**config.mk**
```make
export PLATFORM = sky130hd
export DESIGN_NAME = ir_adc_median_to_distance_flat
export DESIGN_NICKNAME = d
export VERILOG_FILES = /design/src/ird_pkg.sv /design/src/ird_if.sv /design/src/ird_ram.sv /design/src/ird_div.sv /design/src/ird_ctrl.sv /design/src/ir_adc_median_to_distance.sv /design/src/flat_wrapper.sv
export SDC_FILE = /design/constraint.sdc
export NUM_CORES = 2
export LEC_CHECK = 0
export ABC_AREA = 1
export BUFFER_PORTS_ARGS = -buffer_cell sky130_fd_sc_hd__buf_2
export CORE_MARGIN = 2
export CORE_UTILIZATION = 50
export CTS_CLUSTER_SIZE = 28
export DETAILED_ROUTE_END_ITERATION = 8
export PLACE_DENSITY = 0.72
export SLEW_MARGIN = 5
export SYNTH_ARGS = -nofsm -noshare
export SYNTH_HDL_FRONTEND = slang
export SYNTH_SLANG_ARGS = --single-unit
```
**constraint.sdc**
```tcl
create_clock -name clk_i -period 7.7 [get_ports clk_i]
set_input_delay 0.385 -clock clk_i [delete_from_list [all_inputs] [get_ports clk_i]]
set_output_delay 0.385 -clock clk_i [all_outputs]
set_load 0.01 [all_outputs]
```
**src/ird_pkg.sv**
```systemverilog
`default_nettype none

package ird_pkg;

  // Field and table geometry
  localparam int ADC_BITS   = 12;
  localparam int FRAC_BITS  = 8;
  localparam int MAX_POINTS = 16;
  localparam int NUM_TABLES = 3;
  localparam int SEL_W      = 2;
  localparam int INCH_W     = 5;
  localparam int DIST_W     = INCH_W + FRAC_BITS;
  localparam int IDX_W      = $clog2(MAX_POINTS);
  localparam int TAB_DEPTH  = NUM_TABLES * MAX_POINTS;
  localparam int ADDR_W     = $clog2(TAB_DEPTH);
  localparam int CAL_W      = INCH_W + ADC_BITS;
  localparam int NUM_W      = ADC_BITS + DIST_W;
  localparam int CNT_W      = $clog2(NUM_W + 1);

  typedef logic [ADC_BITS-1:0] adc_t;
  typedef logic [SEL_W-1:0]    sel_t;
  typedef logic [DIST_W-1:0]   dist_t;
  typedef logic [IDX_W-1:0]    idx_t;
  typedef logic [ADDR_W-1:0]   addr_t;

  typedef enum logic [1:0] {
    TBL_LEFT   = 2'd0,
    TBL_CENTER = 2'd1,
    TBL_RIGHT  = 2'd2
  } tbl_e;

  typedef enum logic [2:0] {
    ST_FILL,
    ST_IDLE,
    ST_WALK,
    ST_DIV,
    ST_DONE
  } ctrl_state_e;

  typedef struct packed {
    logic [INCH_W-1:0] inches;
    adc_t              code;
  } cal_point_t;

  // Divider request: multiplier operands and divisor
  typedef struct packed {
    logic              start;
    adc_t              mdiff;
    logic [INCH_W-1:0] span;
    adc_t              den;
  } div_req_t;

  typedef struct packed {
    logic             done;
    logic [NUM_W-1:0] quot;
  } div_rsp_t;

  typedef struct packed {
    logic  valid;
    dist_t distance;
    adc_t  median;
  } res_t;

  // Calibration tables, unused tail entries zero
  localparam cal_point_t CAL_LEFT [MAX_POINTS] = '{
    '{5'd0, 12'd205},   '{5'd1, 12'd1533},  '{5'd2, 12'd2397},  '{5'd3, 12'd3025},
    '{5'd4, 12'd3353},  '{5'd5, 12'd3409},  '{5'd6, 12'd3537},  '{5'd7, 12'd3580},
    '{5'd8, 12'd3600},  '{5'd9, 12'd3640},  '{5'd10, 12'd3660}, '{5'd18, 12'd3817},
    '{5'd0, 12'd0},     '{5'd0, 12'd0},     '{5'd0, 12'd0},     '{5'd0, 12'd0}
  };

  localparam cal_point_t CAL_CENTER [MAX_POINTS] = '{
    '{5'd0, 12'd128},   '{5'd1, 12'd243},   '{5'd2, 12'd273},   '{5'd3, 12'd349},
    '{5'd4, 12'd890},   '{5'd5, 12'd1457},  '{5'd6, 12'd1900},  '{5'd7, 12'd2265},
    '{5'd8, 12'd2513},  '{5'd9, 12'd2745},  '{5'd10, 12'd2890}, '{5'd11, 12'd3000},
    '{5'd12, 12'd3125}, '{5'd13, 12'd3200}, '{5'd14, 12'd3265}, '{5'd18, 12'd3717}
  };

  localparam cal_point_t CAL_RIGHT [MAX_POINTS] = '{
    '{5'd0, 12'd190},   '{5'd1, 12'd555},   '{5'd2, 12'd2197},  '{5'd3, 12'd2937},
    '{5'd4, 12'd3269},  '{5'd5, 12'd3473},  '{5'd6, 12'd3545},  '{5'd7, 12'd3609},
    '{5'd8, 12'd3656},  '{5'd9, 12'd3700},  '{5'd10, 12'd3720}, '{5'd18, 12'd3792},
    '{5'd0, 12'd0},     '{5'd0, 12'd0},     '{5'd0, 12'd0},     '{5'd0, 12'd0}
  };

  function automatic cal_point_t cal_rom(tbl_e tbl, idx_t idx);
    cal_point_t pt;
    unique case (tbl)
      TBL_LEFT:   pt = CAL_LEFT[idx];
      TBL_CENTER: pt = CAL_CENTER[idx];
      TBL_RIGHT:  pt = CAL_RIGHT[idx];
      default:    pt = '0;
    endcase
    return pt;
  endfunction

  // Index of the last point in each table
  function automatic idx_t tbl_last(tbl_e tbl);
    idx_t last;
    unique case (tbl)
      TBL_LEFT:   last = idx_t'(11);
      TBL_CENTER: last = idx_t'(MAX_POINTS - 1);
      TBL_RIGHT:  last = idx_t'(11);
      default:    last = idx_t'(MAX_POINTS - 1);
    endcase
    return last;
  endfunction

  function automatic tbl_e sel_to_tbl(sel_t sel);
    tbl_e tbl;
    unique case (sel)
      2'd0:    tbl = TBL_LEFT;
      2'd2:    tbl = TBL_RIGHT;
      default: tbl = TBL_CENTER;
    endcase
    return tbl;
  endfunction

  function automatic addr_t tbl_addr(tbl_e tbl, idx_t idx);
    return addr_t'(addr_t'(tbl) * addr_t'(MAX_POINTS) + addr_t'(idx));
  endfunction

  function automatic adc_t med3(adc_t a, adc_t b, adc_t c);
    adc_t lo;
    adc_t hi;
    adc_t hc;
    lo = (a < b) ? a : b;
    hi = (a < b) ? b : a;
    hc = (hi < c) ? hi : c;
    return (lo > hc) ? lo : hc;
  endfunction

endpackage

`default_nettype wire

```
**src/ird_if.sv**
```systemverilog
`default_nettype none

interface ird_in_if;
  import ird_pkg::*;

  logic valid;
  logic ready;
  sel_t sensor_sel;
  adc_t sample_a;
  adc_t sample_b;
  adc_t sample_c;

  modport source (output valid, sensor_sel, sample_a, sample_b, sample_c, input ready);
  modport sink   (input valid, sensor_sel, sample_a, sample_b, sample_c, output ready);
endinterface

interface ird_out_if;
  import ird_pkg::*;

  logic  valid;
  logic  ready;
  dist_t distance_q8;
  adc_t  median_raw;

  modport source (output valid, distance_q8, median_raw, input ready);
  modport sink   (input valid, distance_q8, median_raw, output ready);
endinterface

`default_nettype wire

```
**src/ird_ram.sv**
```systemverilog
`default_nettype none

module ird_ram #(
  parameter int WIDTH = 8,
  parameter int DEPTH = 16,
  localparam int AW   = $clog2(DEPTH)
) (
  input  wire logic             clk_i,
  input  wire logic             we_i,
  input  wire logic [AW-1:0]    waddr_i,
  input  wire logic [WIDTH-1:0] wdata_i,
  input  wire logic [AW-1:0]    raddr_i,
  output logic      [WIDTH-1:0] rdata_o
);

  logic [WIDTH-1:0] mem [DEPTH];

  // Write port and registered read port
  always_ff @(posedge clk_i) begin
    if (we_i) begin
      mem[waddr_i] <= wdata_i;
    end
    rdata_o <= mem[raddr_i];
  end

endmodule

`default_nettype wire

```
**src/ird_div.sv**
```systemverilog
`default_nettype none

module ird_div (
  input  wire logic               clk_i,
  input  wire logic               rst_ni,
  input  wire ird_pkg::div_req_t  req_i,
  output ird_pkg::div_rsp_t       rsp_o
);
  import ird_pkg::*;

  logic             busy_q;
  logic             done_q;
  logic [CNT_W-1:0] cnt_q;
  logic [NUM_W-1:0] num_q, num_d;
  adc_t             rem_q, rem_d;
  adc_t             den_q;
  logic [ADC_BITS:0] trial;
  logic             ge;

  // One restoring step: shift in a numerator bit, subtract if it fits
  always_comb begin
    trial = {rem_q, num_q[NUM_W-1]};
    ge    = trial >= {1'b0, den_q};
    rem_d = ge ? adc_t'(trial - {1'b0, den_q}) : trial[ADC_BITS-1:0];
    num_d = {num_q[NUM_W-2:0], ge};
  end

  // Control: iteration count and completion pulse
  always_ff @(posedge clk_i or negedge rst_ni) begin
    if (!rst_ni) begin
      busy_q <= 1'b0;
      done_q <= 1'b0;
      cnt_q  <= '0;
    end else begin
      done_q <= busy_q && (cnt_q == CNT_W'(1));
      if (req_i.start) begin
        busy_q <= 1'b1;
        cnt_q  <= CNT_W'(NUM_W);
      end else if (busy_q) begin
        cnt_q <= cnt_q - CNT_W'(1);
        if (cnt_q == CNT_W'(1)) begin
          busy_q <= 1'b0;
        end
      end
    end
  end

  // Datapath: product on start, then one quotient bit per cycle
  always_ff @(posedge clk_i) begin
    if (req_i.start) begin
      num_q <= NUM_W'(req_i.mdiff) * NUM_W'({req_i.span, {FRAC_BITS{1'b0}}});
      rem_q <= '0;
      den_q <= req_i.den;
    end else if (busy_q) begin
      num_q <= num_d;
      rem_q <= rem_d;
    end
  end

  assign rsp_o.done = done_q;
  assign rsp_o.quot = num_q;

endmodule

`default_nettype wire

```
**src/ird_ctrl.sv**
```systemverilog
`default_nettype none

module ird_ctrl (
  input  wire logic              clk_i,
  input  wire logic              rst_ni,
  input  wire logic              in_valid_i,
  input  wire ird_pkg::tbl_e     tbl_i,
  input  wire ird_pkg::adc_t     median_i,
  output logic                   in_ready_o,
  input  wire logic              out_free_i,
  output ird_pkg::res_t          res_o,
  output ird_pkg::div_req_t      div_req_o,
  input  wire ird_pkg::div_rsp_t div_rsp_i
);
  import ird_pkg::*;

  ctrl_state_e state_q, state_d;
  addr_t       fill_q, fill_d;
  idx_t        idx_q, idx_d;
  tbl_e        tbl_q, tbl_d;
  adc_t        median_q, median_d;
  cal_point_t  prev_q, prev_d;
  logic [INCH_W-1:0] base_q, base_d;
  dist_t       dist_q, dist_d;

  logic        ram_we;
  cal_point_t  ram_wdata;
  addr_t       ram_raddr;
  logic [CAL_W-1:0] ram_rdata;
  cal_point_t  rd;
  tbl_e        fill_tbl;
  idx_t        fill_idx;

  // Table store, loaded from the constant tables after reset
  ird_ram #(
    .WIDTH (CAL_W),
    .DEPTH (TAB_DEPTH)
  ) u_ram (
    .clk_i   (clk_i),
    .we_i    (ram_we),
    .waddr_i (fill_q),
    .wdata_i (ram_wdata),
    .raddr_i (ram_raddr),
    .rdata_o (ram_rdata)
  );

  assign fill_tbl  = tbl_e'(SEL_W'(fill_q / MAX_POINTS));
  assign fill_idx  = idx_t'(fill_q % MAX_POINTS);
  assign ram_wdata = cal_rom(fill_tbl, fill_idx);
  assign rd        = cal_point_t'(ram_rdata);

  // Next state: fill, accept, walk breakpoints, divide, hand off
  always_comb begin
    state_d   = state_q;
    fill_d    = fill_q;
    idx_d     = idx_q;
    tbl_d     = tbl_q;
    median_d  = median_q;
    prev_d    = prev_q;
    base_d    = base_q;
    dist_d    = dist_q;
    ram_we    = 1'b0;
    ram_raddr = tbl_addr(tbl_q, idx_q);
    in_ready_o = 1'b0;
    div_req_o = '0;
    res_o.valid    = 1'b0;
    res_o.distance = dist_q;
    res_o.median   = median_q;

    unique case (state_q)
      ST_FILL: begin
        ram_we = 1'b1;
        fill_d = fill_q + addr_t'(1);
        if (fill_q == addr_t'(TAB_DEPTH - 1)) begin
          state_d = ST_IDLE;
        end
      end
      ST_IDLE: begin
        in_ready_o = 1'b1;
        ram_raddr  = tbl_addr(tbl_i, '0);
        if (in_valid_i) begin
          median_d = median_i;
          tbl_d    = tbl_i;
          idx_d    = '0;
          state_d  = ST_WALK;
        end
      end
      ST_WALK: begin
        if (median_q <= rd.code) begin
          if ((idx_q == '0) || (rd.code <= prev_q.code)) begin
            // Below the first point or a degenerate segment: upper distance
            dist_d  = {rd.inches, {FRAC_BITS{1'b0}}};
            state_d = ST_DONE;
          end else begin
            div_req_o.start = 1'b1;
            div_req_o.mdiff = median_q - prev_q.code;
            div_req_o.span  = rd.inches - prev_q.inches;
            div_req_o.den   = rd.code - prev_q.code;
            base_d  = prev_q.inches;
            state_d = ST_DIV;
          end
        end else if (idx_q == tbl_last(tbl_q)) begin
          // Beyond the last point: clamp to its distance
          dist_d  = {rd.inches, {FRAC_BITS{1'b0}}};
          state_d = ST_DONE;
        end else begin
          prev_d    = rd;
          idx_d     = idx_q + idx_t'(1);
          ram_raddr = tbl_addr(tbl_q, idx_q + idx_t'(1));
        end
      end
      ST_DIV: begin
        if (div_rsp_i.done) begin
          dist_d  = dist_t'({base_q, {FRAC_BITS{1'b0}}} + div_rsp_i.quot[DIST_W-1:0]);
          state_d = ST_DONE;
        end
      end
      ST_DONE: begin
        res_o.valid = out_free_i;
        if (out_free_i) begin
          state_d = ST_IDLE;
        end
      end
      default: begin
        state_d = ST_FILL;
      end
    endcase
  end

  // Control registers
  always_ff @(posedge clk_i or negedge rst_ni) begin
    if (!rst_ni) begin
      state_q <= ST_FILL;
      fill_q  <= '0;
    end else begin
      state_q <= state_d;
      fill_q  <= fill_d;
    end
  end

  // Working registers of the current word
  always_ff @(posedge clk_i) begin
    idx_q    <= idx_d;
    tbl_q    <= tbl_d;
    median_q <= median_d;
    prev_q   <= prev_d;
    base_q   <= base_d;
    dist_q   <= dist_d;
  end

endmodule

`default_nettype wire

```
**src/ir_adc_median_to_distance.sv**
```systemverilog
// IR distance from three ADC samples by piecewise-linear calibration.
// in_i carries a table selector and three raw samples; out_o returns the
// Q.8 distance in inches and the median sample, one word per input word.
// Both channels use valid/ready; a word moves when both are high.
// After reset the block copies its three calibration tables into an internal
// table RAM, one entry a cycle for all 48 entries, and keeps in_i.ready low
// until that is done.
// Each word is then accepted, walks the table one breakpoint a cycle (up to
// 16, one RAM read each) and, when the median falls inside a segment, runs
// the bit-serial divider over its 25 quotient bits up to its completion pulse,
// then is handed off to the output register.
// Words are processed one at a time; a new word is taken as soon as the
// previous result sits in the output register.
// When the receiver stalls, the result waits in the output register and the
// block keeps working on the next word, then holds until the register frees.
`default_nettype none

module ir_adc_median_to_distance (
  input wire logic clk_i,
  input wire logic rst_ni,
  ird_in_if.sink   in_i,
  ird_out_if.source out_o
);
  import ird_pkg::*;

  logic     out_valid_q;
  dist_t    dist_q;
  adc_t     median_q;
  logic     out_free;
  adc_t     median;
  tbl_e     tbl;
  res_t     res;
  div_req_t div_req;
  div_rsp_t div_rsp;

  // Median and table choice of the incoming word
  assign median = med3(in_i.sample_a, in_i.sample_b, in_i.sample_c);
  assign tbl    = sel_to_tbl(in_i.sensor_sel);

  assign out_free = !out_valid_q || out_o.ready;

  ird_ctrl u_ctrl (
    .clk_i      (clk_i),
    .rst_ni     (rst_ni),
    .in_valid_i (in_i.valid),
    .tbl_i      (tbl),
    .median_i   (median),
    .in_ready_o (in_i.ready),
    .out_free_i (out_free),
    .res_o      (res),
    .div_req_o  (div_req),
    .div_rsp_i  (div_rsp)
  );

  ird_div u_div (
    .clk_i  (clk_i),
    .rst_ni (rst_ni),
    .req_i  (div_req),
    .rsp_o  (div_rsp)
  );

  // Output register: load a finished word, drop it once taken
  always_ff @(posedge clk_i or negedge rst_ni) begin
    if (!rst_ni) begin
      out_valid_q <= 1'b0;
    end else if (res.valid) begin
      out_valid_q <= 1'b1;
    end else if (out_o.ready) begin
      out_valid_q <= 1'b0;
    end
  end

  always_ff @(posedge clk_i) begin
    if (res.valid) begin
      dist_q   <= res.distance;
      median_q <= res.median;
    end
  end

  assign out_o.valid       = out_valid_q;
  assign out_o.distance_q8 = dist_q;
  assign out_o.median_raw  = median_q;

endmodule

`default_nettype wire

```
**src/flat_wrapper.sv**
```systemverilog
// flat-port wrapper written by rule: the top's interface ports become plain ports
module ir_adc_median_to_distance_flat import ird_pkg::*;
  (clk_i, rst_ni, in_i_valid, in_i_sensor_sel, in_i_sample_a, in_i_sample_b, in_i_sample_c, in_i_ready, out_o_valid, out_o_distance_q8, out_o_median_raw, out_o_ready);
  ird_in_if in_i_i ();
  ird_out_if out_o_i ();
  input wire logic clk_i;
  input wire logic rst_ni;
  input wire logic [$bits(in_i_i.valid)-1:0] in_i_valid;
  input wire logic [$bits(in_i_i.sensor_sel)-1:0] in_i_sensor_sel;
  input wire logic [$bits(in_i_i.sample_a)-1:0] in_i_sample_a;
  input wire logic [$bits(in_i_i.sample_b)-1:0] in_i_sample_b;
  input wire logic [$bits(in_i_i.sample_c)-1:0] in_i_sample_c;
  output wire logic [$bits(in_i_i.ready)-1:0] in_i_ready;
  output wire logic [$bits(out_o_i.valid)-1:0] out_o_valid;
  output wire logic [$bits(out_o_i.distance_q8)-1:0] out_o_distance_q8;
  output wire logic [$bits(out_o_i.median_raw)-1:0] out_o_median_raw;
  input wire logic [$bits(out_o_i.ready)-1:0] out_o_ready;
  assign in_i_i.valid = in_i_valid;
  assign in_i_i.sensor_sel = in_i_sensor_sel;
  assign in_i_i.sample_a = in_i_sample_a;
  assign in_i_i.sample_b = in_i_sample_b;
  assign in_i_i.sample_c = in_i_sample_c;
  assign in_i_ready = in_i_i.ready;
  assign out_o_valid = out_o_i.valid;
  assign out_o_distance_q8 = out_o_i.distance_q8;
  assign out_o_median_raw = out_o_i.median_raw;
  assign out_o_i.ready = out_o_ready;
  ir_adc_median_to_distance u_core (.clk_i(clk_i), .rst_ni(rst_ni), .in_i(in_i_i), .out_o(out_o_i));
endmodule
```
## Yosys cells after proc, flatten, opt, wreduce, memory -nomap -nowiden

Memory sizes are Yosys's and may differ from the RTL's. A register that Yosys moved wholly into a read port is not among the register bits.
Cells that the tools add are included.

- Bits in read-only memories: 816
- Input bits: 42
- Memory bits (writable): 816
- Bits in registers: 144
- Word-level logic and storage cells: 139
- Memories kept: 4
- Output and inout port bits: 27
- Latch bits: 0

Memories:

| memory | words | width | read ports | clocked after memory_dff | write ports | line | source |
|---|---|---|---|---|---|---|---|
| u_core.u_ctrl.u_ram.mem | 48 | 17 | 1 | 1 | 1 | ird_ram.sv:16 | `logic [WIDTH-1:0] mem [DEPTH];` |
| (name not given) | 16 | 17 | 1 | 0 | 0 | ird_pkg.sv:91 | `TBL_RIGHT: pt = CAL_RIGHT[idx];` |
| (name not given) | 16 | 17 | 1 | 0 | 0 | ird_pkg.sv:90 | `TBL_CENTER: pt = CAL_CENTER[idx];` |
| (name not given) | 16 | 17 | 1 | 0 | 0 | ird_pkg.sv:89 | `TBL_LEFT: pt = CAL_LEFT[idx];` |

- Div/mod/pow operators: 0
- Eq/ne operators: 19
- $mul: 1
- Order comparisons: 7
- Shift-type cells: 0
- Reduce and logical (&&, ||, !) cells: 21
- Multiplexer cells: 53
- Add/subtract/negate cells: 10
- Bitwise logic cells: 5

Operator list:

| cell | count |
|---|---|
| 2-to-1 mux 17 bit | 6 |
| 2-to-1 mux 30 bit | 3 |
| 2-to-1 mux 12 bit | 5 |
| 2-to-1 mux 13 bit | 4 |
| one-hot mux 17 bit (3 select lines) | 1 |
| 2-to-1 mux 25 bit | 2 |
| subtractor 12 bit | 3 |
| one-hot mux 13 bit (2 select lines) | 1 |
| less-or-equal comparator 12 bit | 2 |
| < comparator 12 bit | 2 |
| 2-to-1 mux 3 bit | 8 |
| 2-to-1 mux 4 bit | 5 |
| multiplier 12 x 5 -> 17 bit | 1 |
| one-hot mux 3 bit (5 select lines) | 1 |
| adder 13 bit | 1 |
| greater-or-equal comparator 13 x 12 -> 1 bit | 1 |
| adder 6 x 4 -> 6 bit | 2 |
| > comparator 12 bit | 1 |
| 2-to-1 mux 6 bit | 2 |
| != test 2 bit, second input constant | 6 |
| one-hot mux 6 bit (2 select lines) | 1 |
| 2-to-1 mux 1 bit | 10 |
| 2-to-1 mux 5 bit | 2 |
| one-hot mux 4 bit (2 select lines) | 1 |
| 30 further kinds | 45 |

## Depth between registers and ports, before layout

- Depth in word-level cells: 9
- Mapped depth: 37
- Mapped depth without buffers: 36

## Modules after synthesis

A second synthesis with hierarchy kept.

- Cells, all modules: 4364
- Area total of the unflattened synthesis: 45955.3 µm²

By module, submodules not included:

| module | area an instance (µm²) | cells each | seq. area each (µm²) | instances |
|---|---|---|---|---|
| ird_ram | 33503.4 | 2730 | 24843.8 | 1 |
| ird_div | 5101.1 | 681 | 1446.4 | 1 |
| ird_ctrl | 5058.6 | 640 | 1816.7 | 1 |
| ir_adc_median_to_distance | 2292.2 | 313 | 775.7 | 1 |

## Least setup slack after synthesis

Ideal clock, no wire load.

- Path kind: register -> register
- Start point: register u_core.u_ctrl.prev_q[0] (netlist name)
- End point: register u_core.u_div.num_q[21], data pin
- Arrival time: 5461 ps
- Path buffers: 1
- Clock period less this slack: 5722 ps
- Stages on the path, launching flop included: 33
- Path slack: 1978 ps
- Required time: 7440 ps
- Cells stage by stage: edfxtp_1 ha_1 fa_1 inv_1 nand3_1 nand2_1 nand2_1 nand2_1 nand2_1 o211ai_1 nand2_1 a31oi_1 nand2_1 nor2_4 inv_2 buf_6 nor3_4 nand2_1 fa_1 fa_1 fa_1 inv_1 ha_1 a21oi_1 nand2_1 nand2_1 nand2_1 a21oi_1 o21ai_0 a31oi_1 o21ai_0 nor2_1 o21ai_0

- Cells in the longest elaborated chain, start to end: 7
- Elaborated cells between the ends (all ways): 8
- Those cells by class: add/sub: 1; mul: 1; order compare: 1; mux: 4; reduce/logical: 1

RTL lines:

| element | line | source |
|---|---|---|
| start, declared | ird_ctrl.sv:22 | `cal_point_t prev_q, prev_d;` |
| start signal, assigned | ird_ctrl.sv:146 | `prev_q <= prev_d;` |
| less-or-equal comparator 12 bit | ird_ctrl.sv:90 | `if ((idx_q == '0) \|\| (rd.code <= prev_q.code)) begin` |
| logical OR 1 bit | ird_ctrl.sv:90 |  |
| 2-to-1 mux 30 bit * | ird_ctrl.sv:90 |  |
| 2-to-1 mux 30 bit * | ird_ctrl.sv:89 | `if (median_q <= rd.code) begin` |
| 2-to-1 mux 30 bit * | ird_ctrl.sv:70 | `unique case (state_q)` |
| multiplier 12 x 5 -> 17 bit | ird_div.sv:51 | `num_q <= NUM_W'(req_i.mdiff) * NUM_W'({req_i.span, {FRAC_BITS{1'b0}}});` |
| 2-to-1 mux 25 bit * | ird_div.sv:50 | `if (req_i.start) begin` |
| end signal, assigned | ird_div.sv:51 |  |
| end signal, assigned | ird_div.sv:55 | `num_q <= num_d;` |
| end, declared | ird_div.sv:14 | `logic [NUM_W-1:0] num_q, num_d;` |

Mark *: on every way between the ends. The rest lies on a longest branch, timed or not.
A chain may end at the register's enable or synchronous reset.

## Final worst setup path

Ends and elaborated chain as after synthesis.

==> flow_summary.yaml <==
outcome:
  run_status: "completed"
timing:
  tightest_slew_ps: 1280
  timing.final.setup_violations: 0
  maxSlewHeadroom_pct: 14.3
  hold_viol_final: 0
  setup_repair_after_global_routing_missed_its_margin: "false"
  layout_min_cycle_time_ps: 6330
  timing.hold.ws_ps: 94.3
  worst_path_setup_slack_after_routing_ps: 1370
  achievable_clock_frequency_ghz: 0.158
  timing_max_transition_violations_final: 0
  min_period_over_period_pct: 82.2
  fin_skew_ps: 45.3
  tns_ps: 0
routing:
  drt_wl_total_um: 118000
  vias: 32493
  route.met2.wl_um: 54600
  met3_length_um: 10200
  antenna_violating_nets_left: 0
  topRoutingLayerUsed: "met5"
  drt-met1-wl_um: 48200
  drc: 0
  drtPass1Iterations: 6
  drt-vias-per-instance: 5.67
  drt-initial-drc-count: 3776
  wl_per_cell_um: 20.5
worst_setup_path:
  cp_slowest_cell: "sky130_fd_sc_hd__fa_1"
  worst_path_dominant_cell_family: "adder cells"
  critical-path-top-cell-by-count: "sky130_fd_sc_hd__nand2_1"
  worst_setup_path_end_kind: "flip-flop"
  timing.critical_path.required_ps: 8130
  top_fanout_value_on_the_critical_path: 16
  timing.critical_path.from_type: "flip-flop"
  cp.depth: 32
  critical_path.max_stage_delay_ps: 510
  setup.worst_path.class: "reg -> reg"
  timing.critical_path.buf_inv: 4
  worstPathArrival_ps: 6760
  rr_worst_depth: 32
cts:
  clock-sinks: 977
  cts_inserted_buffers: 100
  clkLatencyLatePin_ps: 690
  cts.repair_timing.setup_buffer_count: 0
  cts_buffer_depth: 3
  ctsResizeCount: 0
  htree_num_levels: 3
  cts_tree: "built"
  holdBufCountCts: 2
  clock_tree_root: "sky130_fd_sc_hd__clkbuf_16"
  clk_pin_slew_worst_paths_ps: 70
floorplanning:
  starting_density_of_the_core_pct: 50.5
  fp.dieW_um: 308
  top_level_ports: 69
  fp.dieH_um: 308
  dieArea_um2: 95100
  placeableCoreArea_um2: 91700
  rows: 111
placed_design:
  dp.final_hpwl_um: 69600
  port_buffers: 68
  place_worst_setup_slack_ps: 960
  dp.cells: 5548
  placedInstanceArea_um2: 48000
  gp_weighted_congestion: 0.983
synth:
  synthesis.area_um2: 46300
  yosysSeqAreaShare_pct: 62.4
  netlist_top_cells_area: "sky130_fd_sc_hd__edfxtp_1, sky130_fd_sc_hd__nand2_1, sky130_fd_sc_hd__nand3_1"
  async_flop_share_pct: 1.74
  synth_top_area_cell: "sky130_fd_sc_hd__edfxtp_1"
  synth_top_cell_area_share_pct: 59.9
  syn_inst: 4427
  yosysUniqueCellTypes: 56
  synth.cells.most_frequent: "sky130_fd_sc_hd__nand2_1, sky130_fd_sc_hd__edfxtp_1, sky130_fd_sc_hd__nand3_1, sky130_fd_sc_hd__inv_1, sky130_fd_sc_hd__nor2_1"
  synth-seq-cells: 977
  ys_warn_count: 0
  synth_area_per_cell_um2: 10.5
  synth_top_flop_cell: "sky130_fd_sc_hd__edfxtp_1"
  yosysMostFrequentCell: "sky130_fd_sc_hd__nand2_1"
  synth.net_count: 4632
  synth_enable_flop_cells: 923
layout:
  area_delta_synth_final_pct: 10.9
  final_core_utilization_pct: 56.0
  instances_no_fill: 5735
  antenna-diode-count: 0
  drive_gt1_share_pct: 7.89
  fin_area_um2: 51400
  fin_nets: 4671
hold_path:
  hold-path-cell-count: 4
  holdCritPathClass: "in -> reg"
global_route:
  pin_count_of_the_biggest_net_entering_global_routing: 186
  global_route_wire_length_before_repair_um: 181000
  grt_overflow_total: 0
  grtUsageTotal_pct: 24.8
  antenna_found_initial: 3
  via_count_of_the_first_global_routing_pass: 31202
pwr:
  power.static_leakage_nw: 20.2
  powerDensity_nw_per_um2: 212
  power.total_mw: 10.9
  vdd_ir_drop_max_uv: 200
job:
  maxCapViolCount: 0
==> cell type report <==
type	instances	area [um^2]
Sequential cell	977	28900
Inverter	431	1630
Multi-Input combinational cell	2796	15000
Clock inverter	57	634
Timing Repair Buffer	160	1070
Tap cell	1186	1480
Fill cell	7600	40300
Clock buffer	128	2690
==> report_power, final <==
part | switching [mW] | internal (mW) | leakage [nW]
clock network | 2.04 | 2.84 | 1.61
registers | 0.0000000000000000207 | 5.74 | 8.88
logic | 0.172 | 0.0894 | 9.75
==> worst register-to-register path: cells and delay by family (launching register included) <==
family | cells | cell delay (ps)
adder cells (fa/ha/maj) | 6 | 2380
AND/OR/NAND/NOR | 14 | 1590
AO/OA/AOI/OAI | 8 | 1260
buffers and inverters | 4 | 420
flip-flops | 1 | 400
==> state kept, by name, summed over array words and instances, names as in the netlist, 13 cells and up <==
signal                       count
u_core.u_ctrl.u_ram.mem        816
u_core.u_div.num_q              25
u_core.u_ctrl.prev_q            17
u_core.u_ctrl.u_ram.rdata_o     17
u_core.out_o.distance_q8        13
u_core.u_ctrl.dist_q            13
==> path summary, 6_finish.rpt <==
check	startpoint	endpoint	slack, ps
worst max-delay path	u_core.u_ctrl.prev_q[0]$_DFFE_PP_	u_core.u_div.num_q[21]$_DFFE_PP_	1370
worst min-delay path	out_o_ready	u_core.out_o.valid$_DFFE_PN0P_	90
worst max register to register	u_core.u_ctrl.prev_q[0]$_DFFE_PP_	u_core.u_div.num_q[21]$_DFFE_PP_	1370
worst min register to register	u_core.u_ctrl.dist_q[0]$_SDFFCE_PN0P_	u_core.out_o.distance_q8[0]$_DFFE_PP_	420
max in group asynchronous	rst_ni	u_core.u_ctrl.fill_q[1]$_DFFE_PN0P_	7080
min in group asynchronous	rst_ni	u_core.u_div.cnt_q[4]$_DFFE_PN0P_	250
==> logic make-up (layout without fill, tap and decap cells) <==
kind of cell | after synthesis | in the layout | synth area share (%)
AOI/OAI and AO/OA | 411 | 411 | 5.20
xor gates and xnor gates | 40 | 40 | 0.757
adders and majority gates | 163 | 163 | 4.97
buffers and inverters | 654 | 776 | 5.83
DFF | 977 | 977 | 62.4
muxes | 1 | 1 | 0.0216
and+or+nand+nor | 2181 | 2181 | 20.8
==> cells in the final DEF, fill, tap and decap left out, types with 17 or more instances in the layout <==
cell / n
sky130_fd_sc_hd__dfxtp_1: 37
sky130_fd_sc_hd__nand3_1: 630
sky130_fd_sc_hd__or2_0: 38
sky130_fd_sc_hd__inv_1: 410
sky130_fd_sc_hd__dfrtp_1: 17
sky130_fd_sc_hd__xor2_1: 28
sky130_fd_sc_hd__buf_2: 68
sky130_fd_sc_hd__buf_4: 87
sky130_fd_sc_hd__nor2_1: 321
sky130_fd_sc_hd__a21oi_1: 104
sky130_fd_sc_hd__nand3b_1: 103
sky130_fd_sc_hd__ha_1: 128
sky130_fd_sc_hd__clkinv_1: 34
sky130_fd_sc_hd__nand2_1: 1020
sky130_fd_sc_hd__clkbuf_1: 22
sky130_fd_sc_hd__o211ai_1: 72
sky130_fd_sc_hd__o22ai_1: 18
sky130_fd_sc_hd__fa_1: 35
sky130_fd_sc_hd__clkbuf_16: 102
sky130_fd_sc_hd__nor3_1: 17
sky130_fd_sc_hd__o21ai_0: 159
sky130_fd_sc_hd__edfxtp_1: 923
==> layer usage <==
metal | GRT usage [%] | up-vias
met2 | 39.4 | 1425
met5 | 0 | -
met3 | 4.44 | 259
li1 | - | 15248
met1 | 34.0 | 15557
met4 | 9.51 | 4
Note: power is estimated with default switching activity, not from simulation.
